==> src/rtl/core/tps_pkg.sv <==
`timescale 1ns / 1ps
`default_nettype none
// ----------------------------------------------------------------------------
// tps_pkg
// Shared widths, codes and the command/status types of the trace pair
// similarity unit.
// ----------------------------------------------------------------------------
package tps_pkg;

  localparam int SAMPLE_BITS = 16;
  localparam int MAX_PAIRS   = 4096;
  localparam int CNT_W       = $clog2(MAX_PAIRS + 1);

  // Accumulator widths.
  localparam int EA_W = 44;
  localparam int CS_W = 45;
  localparam int DE_W = 46;

  // Sequential multiplier: 44-bit operands taken in two 22-bit digits.
  localparam int MUL_W   = 44;
  localparam int MUL_DIG = 22;
  localparam int PP_W    = MUL_W + MUL_DIG;
  localparam int PROD_W  = 2 * MUL_W;

  // Restoring divider.
  localparam int FRAC_BITS = 32;
  localparam int DIV_N     = PROD_W + FRAC_BITS;
  localparam int DIV_CNT_W = $clog2(DIV_N);
  localparam int QUOT_W    = 40;

  // Digit-by-digit square root.
  localparam int SQ_IN_W   = 46;
  localparam int SQ_STEPS  = SQ_IN_W / 2;
  localparam int SQ_ROOT_W = SQ_STEPS;
  localparam int SQ_REM_W  = SQ_ROOT_W + 2;
  localparam int SQ_SH_W   = SQ_REM_W + 2;
  localparam int SQ_CNT_W  = $clog2(SQ_STEPS);

  localparam int Q15_ONE = 32768;
  localparam int Q15_MAX = 32767;

  typedef enum logic {
    MODE_CORR = 1'b0,
    MODE_DIST = 1'b1
  } tps_mode_e;

  typedef enum logic {
    MUL_ENERGY = 1'b0,
    MUL_CROSS  = 1'b1
  } tps_mul_sel_e;

  typedef enum logic {
    DIV_CORR = 1'b0,
    DIV_DIST = 1'b1
  } tps_div_sel_e;

  typedef enum logic [1:0] {
    SQ_EA = 2'd0,
    SQ_EB = 2'd1,
    SQ_DE = 2'd2,
    SQ_QT = 2'd3
  } tps_sq_sel_e;

  typedef enum logic [3:0] {
    S_RUN,
    S_DRAIN,
    S_CHECK,
    S_MUL_P,
    S_MUL_C,
    S_DIV,
    S_SQRT_C,
    S_SQRT_A,
    S_SQRT_B,
    S_SQRT_D,
    S_RESULT
  } tps_state_e;

  typedef struct packed {
    logic         accept;
    logic         mul_start;
    tps_mul_sel_e mul_sel;
    logic         div_start;
    tps_div_sel_e div_sel;
    logic         sq_start;
    tps_sq_sel_e  sq_sel;
    logic         load_out;
  } tps_cmd_t;

  typedef struct packed {
    logic      undef;
    tps_mode_e mode;
    logic      busy;
    logic      out_free;
  } tps_stat_t;

endpackage
`default_nettype wire

==> src/rtl/core/tps_ctrl.sv <==
`timescale 1ns / 1ps
`default_nettype none
// ----------------------------------------------------------------------------
// tps_ctrl
// Sequencer: streams a gate into the accumulators, then runs the multiply,
// divide and root steps of the selected measure and hands off the result.
// ----------------------------------------------------------------------------
module tps_ctrl (
  input  wire logic              clk_i,
  input  wire logic              rst_ni,
  input  wire logic              in_valid_i,
  input  wire logic              in_last_i,
  output logic                   in_ready_o,
  input  wire tps_pkg::tps_stat_t stat_i,
  output tps_pkg::tps_cmd_t      cmd_o
);
  import tps_pkg::*;

  tps_state_e state_q, state_d;

  always_ff @(posedge clk_i or negedge rst_ni) begin
    if (!rst_ni) begin
      state_q <= S_RUN;
    end else begin
      state_q <= state_d;
    end
  end

  always_comb begin
    state_d    = state_q;
    in_ready_o = 1'b0;
    cmd_o      = '0;
    case (state_q)
      S_RUN: begin
        in_ready_o   = 1'b1;
        cmd_o.accept = in_valid_i;
        if (in_valid_i && in_last_i) begin
          state_d = S_DRAIN;
        end
      end
      // The last product is still in the pipeline register here.
      S_DRAIN: begin
        state_d = S_CHECK;
      end
      S_CHECK: begin
        if (stat_i.undef) begin
          state_d = S_RESULT;
        end else if (stat_i.mode == MODE_CORR) begin
          cmd_o.mul_start = 1'b1;
          cmd_o.mul_sel   = MUL_ENERGY;
          state_d         = S_MUL_P;
        end else begin
          cmd_o.sq_start = 1'b1;
          cmd_o.sq_sel   = SQ_EA;
          state_d        = S_SQRT_A;
        end
      end
      S_MUL_P: begin
        if (!stat_i.busy) begin
          cmd_o.mul_start = 1'b1;
          cmd_o.mul_sel   = MUL_CROSS;
          state_d         = S_MUL_C;
        end
      end
      S_MUL_C: begin
        if (!stat_i.busy) begin
          cmd_o.div_start = 1'b1;
          cmd_o.div_sel   = DIV_CORR;
          state_d         = S_DIV;
        end
      end
      S_DIV: begin
        if (!stat_i.busy) begin
          if (stat_i.mode == MODE_CORR) begin
            cmd_o.sq_start = 1'b1;
            cmd_o.sq_sel   = SQ_QT;
            state_d        = S_SQRT_C;
          end else begin
            state_d = S_RESULT;
          end
        end
      end
      S_SQRT_C: begin
        if (!stat_i.busy) begin
          state_d = S_RESULT;
        end
      end
      S_SQRT_A: begin
        if (!stat_i.busy) begin
          cmd_o.sq_start = 1'b1;
          cmd_o.sq_sel   = SQ_EB;
          state_d        = S_SQRT_B;
        end
      end
      S_SQRT_B: begin
        if (!stat_i.busy) begin
          cmd_o.sq_start = 1'b1;
          cmd_o.sq_sel   = SQ_DE;
          state_d        = S_SQRT_D;
        end
      end
      S_SQRT_D: begin
        if (!stat_i.busy) begin
          cmd_o.div_start = 1'b1;
          cmd_o.div_sel   = DIV_DIST;
          state_d         = S_DIV;
        end
      end
      S_RESULT: begin
        if (stat_i.out_free) begin
          cmd_o.load_out = 1'b1;
          state_d        = S_RUN;
        end
      end
      default: begin
        state_d = S_RUN;
      end
    endcase
  end

endmodule
`default_nettype wire

==> config.mk <==
export PLATFORM = sky130hd
export DESIGN_NAME = tps_ctrl
export DESIGN_NICKNAME = d
export VERILOG_FILES = /design/src/rtl/core/tps_pkg.sv /design/src/rtl/core/tps_ctrl.sv
export SDC_FILE = /design/constraint.sdc
export NUM_CORES = 1
export LEC_CHECK = 0
export BUFFER_PORTS_ARGS = -buffer_cell sky130_fd_sc_hd__buf_2
export CAP_MARGIN = 20
export CORE_AREA = 2 2 39 41
export DETAILED_ROUTE_END_ITERATION = 10
export DIE_AREA = 0 0 41 43
export HOLD_SLACK_MARGIN = 0.08
export PLACE_DENSITY = 0.74
export SLEW_MARGIN = 0
export SYNTH_ARGS = -nofsm -noshare
export SYNTH_HDL_FRONTEND = slang
export SYNTH_SLANG_ARGS = --single-unit
==> constraint.sdc <==
create_clock -name clk_i -period 3 [get_ports clk_i]
set_input_delay 0.6 -clock clk_i [delete_from_list [all_inputs] [get_ports clk_i]]
set_output_delay 0.6 -clock clk_i [all_outputs]
set_load 0.005 [all_outputs]
==> After elaboration in Yosys (flattened, before gate mapping) <==
Cells that the tools add are included.
{ "op_classes": {"reduce_logical": 4, "eq_ne": 18, "mux": 29} }
{ "ops": {"columns": ["op", "n"], "rows": [
  ["4-bit 2-to-1 mux", 10],
  ["4-bit case mux with 10 select lines", 1],
  ["3-bit 2-to-1 mux", 7],
  ["4-bit by 3-bit == test with 1-bit output, second input constant", 4],
  ["2-bit != test, second input constant", 8],
  ["4-bit == test, second input constant", 3],
  ["3-bit case mux with 4 select lines", 1],
  ["4-bit by 2-bit == test with 1-bit output, second input constant", 2],
  ["2-bit 2-to-1 mux", 4],
  ["2-bit case mux with 2 select lines", 2],
  ["8-bit AND reduction", 1],
  ["4-bit by 1-bit == test with 1-bit output, second input constant", 1],
  ["4-bit zero test", 1],
  ["1-bit 2-to-1 mux", 4],
  ["2-bit OR reduction", 1],
  ["1-bit logical AND", 1]
]} }
{ "word_totals": {"regBits": 4, "inputBits": 8, "out_inout_bits": 10} }

==> Depth between registers and ports, before layout <==
{ "logic_depth": {"word_depth": 4, "depth_mapped": 6, "mapped_depth_nobuf": 4} }

==> Least setup slack after synthesis <==
Ideal clock, no wire load.
{ "synth_timing": {"path_kind": "register -> output", "from": "register state_q[3]", "to": "output cmd_o[7] in the netlist's numbering", "t_arrival_ns": 1.142, "stages_incl_launch_ff": 5, "required_ns": 2.400, "setup_slack_ns": 1.258, "path_cell_list": "dfrtp_1 buf_4 buf_6 or3_1 a21oi_1"} }
{ "synth_rtl": {"columns": ["element", "line_no", "source"], "rows": [
  ["start, declared", "tps_ctrl.sv:19", "tps_state_e state_q, state_d;"],
  ["start signal, assigned", "tps_ctrl.sv:25", "state_q <= state_d;"],
  ["end, declared", "tps_ctrl.sv:15", "output tps_pkg::tps_cmd_t cmd_o"]
]} }

==> results.txt <==
----------------------------------------------------
[Run status]
  Outcome ... completed

[Detailed routing]
  Number of DRC markers after the initial detailed-route iteration ... 10
  Remaining number of nets flagged by the antenna check after routing ... 0
  Vias per std cell ... 5.56
  Post-route DRC violation count ... 0
  Detailed-route wire length ... 1.30 mm
  First drt pass iteration count ... 4
  Wire length per cell ... 13.1 um
  Number of vias in the routed layout ... 550

[Critical path]
  Worst Setup End Kind ... output pin
  CP Class ... flip-flop to output pin
  R2R setup slack ... 1280 ps
  Cell depth of the worst flop-to-flop path ... 4
  Data required time of the worst path ... 2400 ps
  Launching element of the worst setup path ... state_q[1]
  Maximum fanout along the worst path ... 17
  Type of element launching the critical path ... flip-flop
  End of the worst register-to-register path ... state_q[3]
  Arrival time worst endpoint ... 1810 ps
  RR Startpoint ... state_q[3]

[Logic synthesis]
  Most area-hungry cell type in the Yosys netlist ... dfrtp_1
  Register bit count reported by yosys ... 4
  Netlist area before placement ... 554 um2
  Synth cell count leaders ... 7 x nor2_1, 5 x inv_1
  Area share of the largest cell type after synthesis ... 0.181
  Post-synthesis sequential area ratio ... 0.181
  Synth Flop Type ... dfrtp_1
  Yosys Warn Count ... 0
  Cells taking the most area after synthesis ... dfrtp_1 18%, buf_6 6.1%, nor2_1 4.7%
  Async S/R FF share, synth ... 1.00
  Gate Count Post-Synth ... 69
  Number of unique standard cell types used by synthesis ... 40
  Dominant cell by count in the synthesized netlist ... nor2_1
  Synth Area per Inst ... 8.03 um2
  Mapped Nets ... 77
  Number of synthesized flops with an enable pin ... 0

[Floorplan]
  Core Region ... 0.00138 mm2
  Die Footprint ... 0.00176 mm2
  Number of standard-cell rows in the floorplan ... 14
  Number of ports placed on the die boundary ... 18
  Initial Utilization ... 0.401
  Die width ... 41 um
  Die height ... 43 um

[Power and ir drop]
  Static Leak ... 0.000303 uW
  Final Power ... 603 uW
  Pwr/cell area ... 956 mW/mm2
  Peak supply drop ... 0.375 mV

[Timing]
  Fin. max-slew vios ... 0
  Endpoints failing setup ... 0
  Clock skew ... 3.30 ps
  Final clock period utilization by the worst path ... 0.803
  Summed negative setup slack over all endpoints ... 0 ps
  RSZ-0062 raised after global routing ... false
  Final critical-path required period ... 2410 ps
  Smallest setup slack after layout ... 590 ps
  Least-Margin Pin Slew ... 583 ps
  Hold Fails Final Rpt ... 0
  Worst relative slew slack ... 0.611
  Max Clk Rate ... 415 MHz

[Clocking]
  Total clock buffers created by CTS ... 3
  Insertion delay of the later-clocked pin in the worst-skew pair ... 240 ps
  Largest buffer count on any clock path ... 2
  Cell at the root of the clock tree ... clkbuf_4
  Sink count of the clock tree ... 4
  H-Tree Level Count ... 1
  Clk pin slew, worst setup/hold paths ... 40 ps
  Post-CTS setup repair buffer count ... 0
  Number of hold buffers added after CTS ... 0
  TritonCTS clock tree ... built
  Resized cells post-CTS ... 0

[Layout]
  Registers with the highest flip-flop counts ... state_q x4
  Antenna fix cells ... 0
  Register ranked first by flip-flop count ... state_q
  Area taken by flip-flops and latches ... 100 um2
  Area delta synth->final ... 13.8%
  Flip-flop count of the largest register, all copies and words added ... 4
  Finished layout cell area ... 631 um2
  Fill cell total of the finished layout ... 145
  Final net count ... 93
  Non-Filler Instances ... 99
  Area of the multi-input gates ... 384 um2
  Fraction of layout instances using a drive strength above 1 ... 0.337

[GRT]
  Maximum number of pins on one net before global-route repair ... 18
  First-pass GRT wire length ... 1.99 mm
  Via count of the first global-routing pass ... 481
  Remaining global-route overflow ... 0
  Overall fraction of global-route tracks in use ... 0.159
  Initial antenna violation count ... 0

[Hold path]
  Worst hold path class ... input port to asynchronous set/reset pin

[Flow run]
  # Max-Cap Violations ... 0

[Place]
  Area after detailed placement ... 608 um2
  PortBufs ... 17
  HPWL after detailed placement ... 944 um
  Placer congestion estimate ... 0.816
  Number of cells after detailed placement ... 96
  Pre-CTS setup slack ... 856 ps

----------------------------------------------------
-- placed cells by master, fill, tap and decap left out, types with 2 or more instances in the layout --
master | netlist | layout
dfrtp_1 | 4 | 4
clkbuf_4 | 0 | 3
nor2_1 | 7 | 7
mux2i_1 | 2 | 2
a21oi_1 | 4 | 4
o21ai_0 | 4 | 4
nor3_1 | 4 | 4
nand2_1 | 4 | 4
buf_2 | 2 | 17
inv_1 | 5 | 5
-- layer usage --
layer / track usage / share of wire / up-vias
li1: - / - / 276
met1: 0.212 / 0.45 / 261
met2: 0.238 / 0.51 / 13
met3: 0.0524 / 0.036 / 0
met4: 0.0467 / 0 / 0
met5: 0 / 0 / -
-- stage by stage --
stage	util	hold slack (ps)
2_1_floorplan	-	304
3_3_place_gp	0.439	407
3_5_place_dp	0.439	409
4_1_cts	0.456	158
5_1_grt	0.456	149
6_report	0.456	161
-- kinds of logic (layout without fill, tap and decap cells) --
kind of cell           count (synthesis)  in the layout  share of synthesized area
multiplexers                           4              4                     0.0835
XOR/XNOR                               2              2                     0.0452
buffers and inverters                 11             25                      0.126
flip-flops                             4              4                      0.181
AND/OR/NAND/NOR                       29             29                      0.305
AO/OA/AOI/OAI                         19             19                      0.260
-- critical path, cell delays in order, from the launching register on --
cell	delay [ps]
dfrtp_1	660
inv_1	200
or3_1	440
o22ai_1	140
buf_2	140
-- power breakdown --
group          internal, uW  switching [uW]
logic                   187             166
registers              78.9             103
clock network          44.8            22.2
-- worst max path at each step --
stage | endpoint
finish | cmd_o[3]
floorplan | cmd_o[7]
global route | cmd_o[3]
CTS | cmd_o[3]
detailed placement | cmd_o[3]
global placement | cmd_o[7]
-- final cells by class --
cell class,instances,share of cell area
Sequential cell,4,0.159
Inverter,5,0.0298
Tap cell,16,0.0317
Timing Repair Buffer,17,0.135
Multi-Input combinational cell,54,0.609
Clock buffer,3,0.0357
Note: power is estimated with default switching activity, not from simulation.
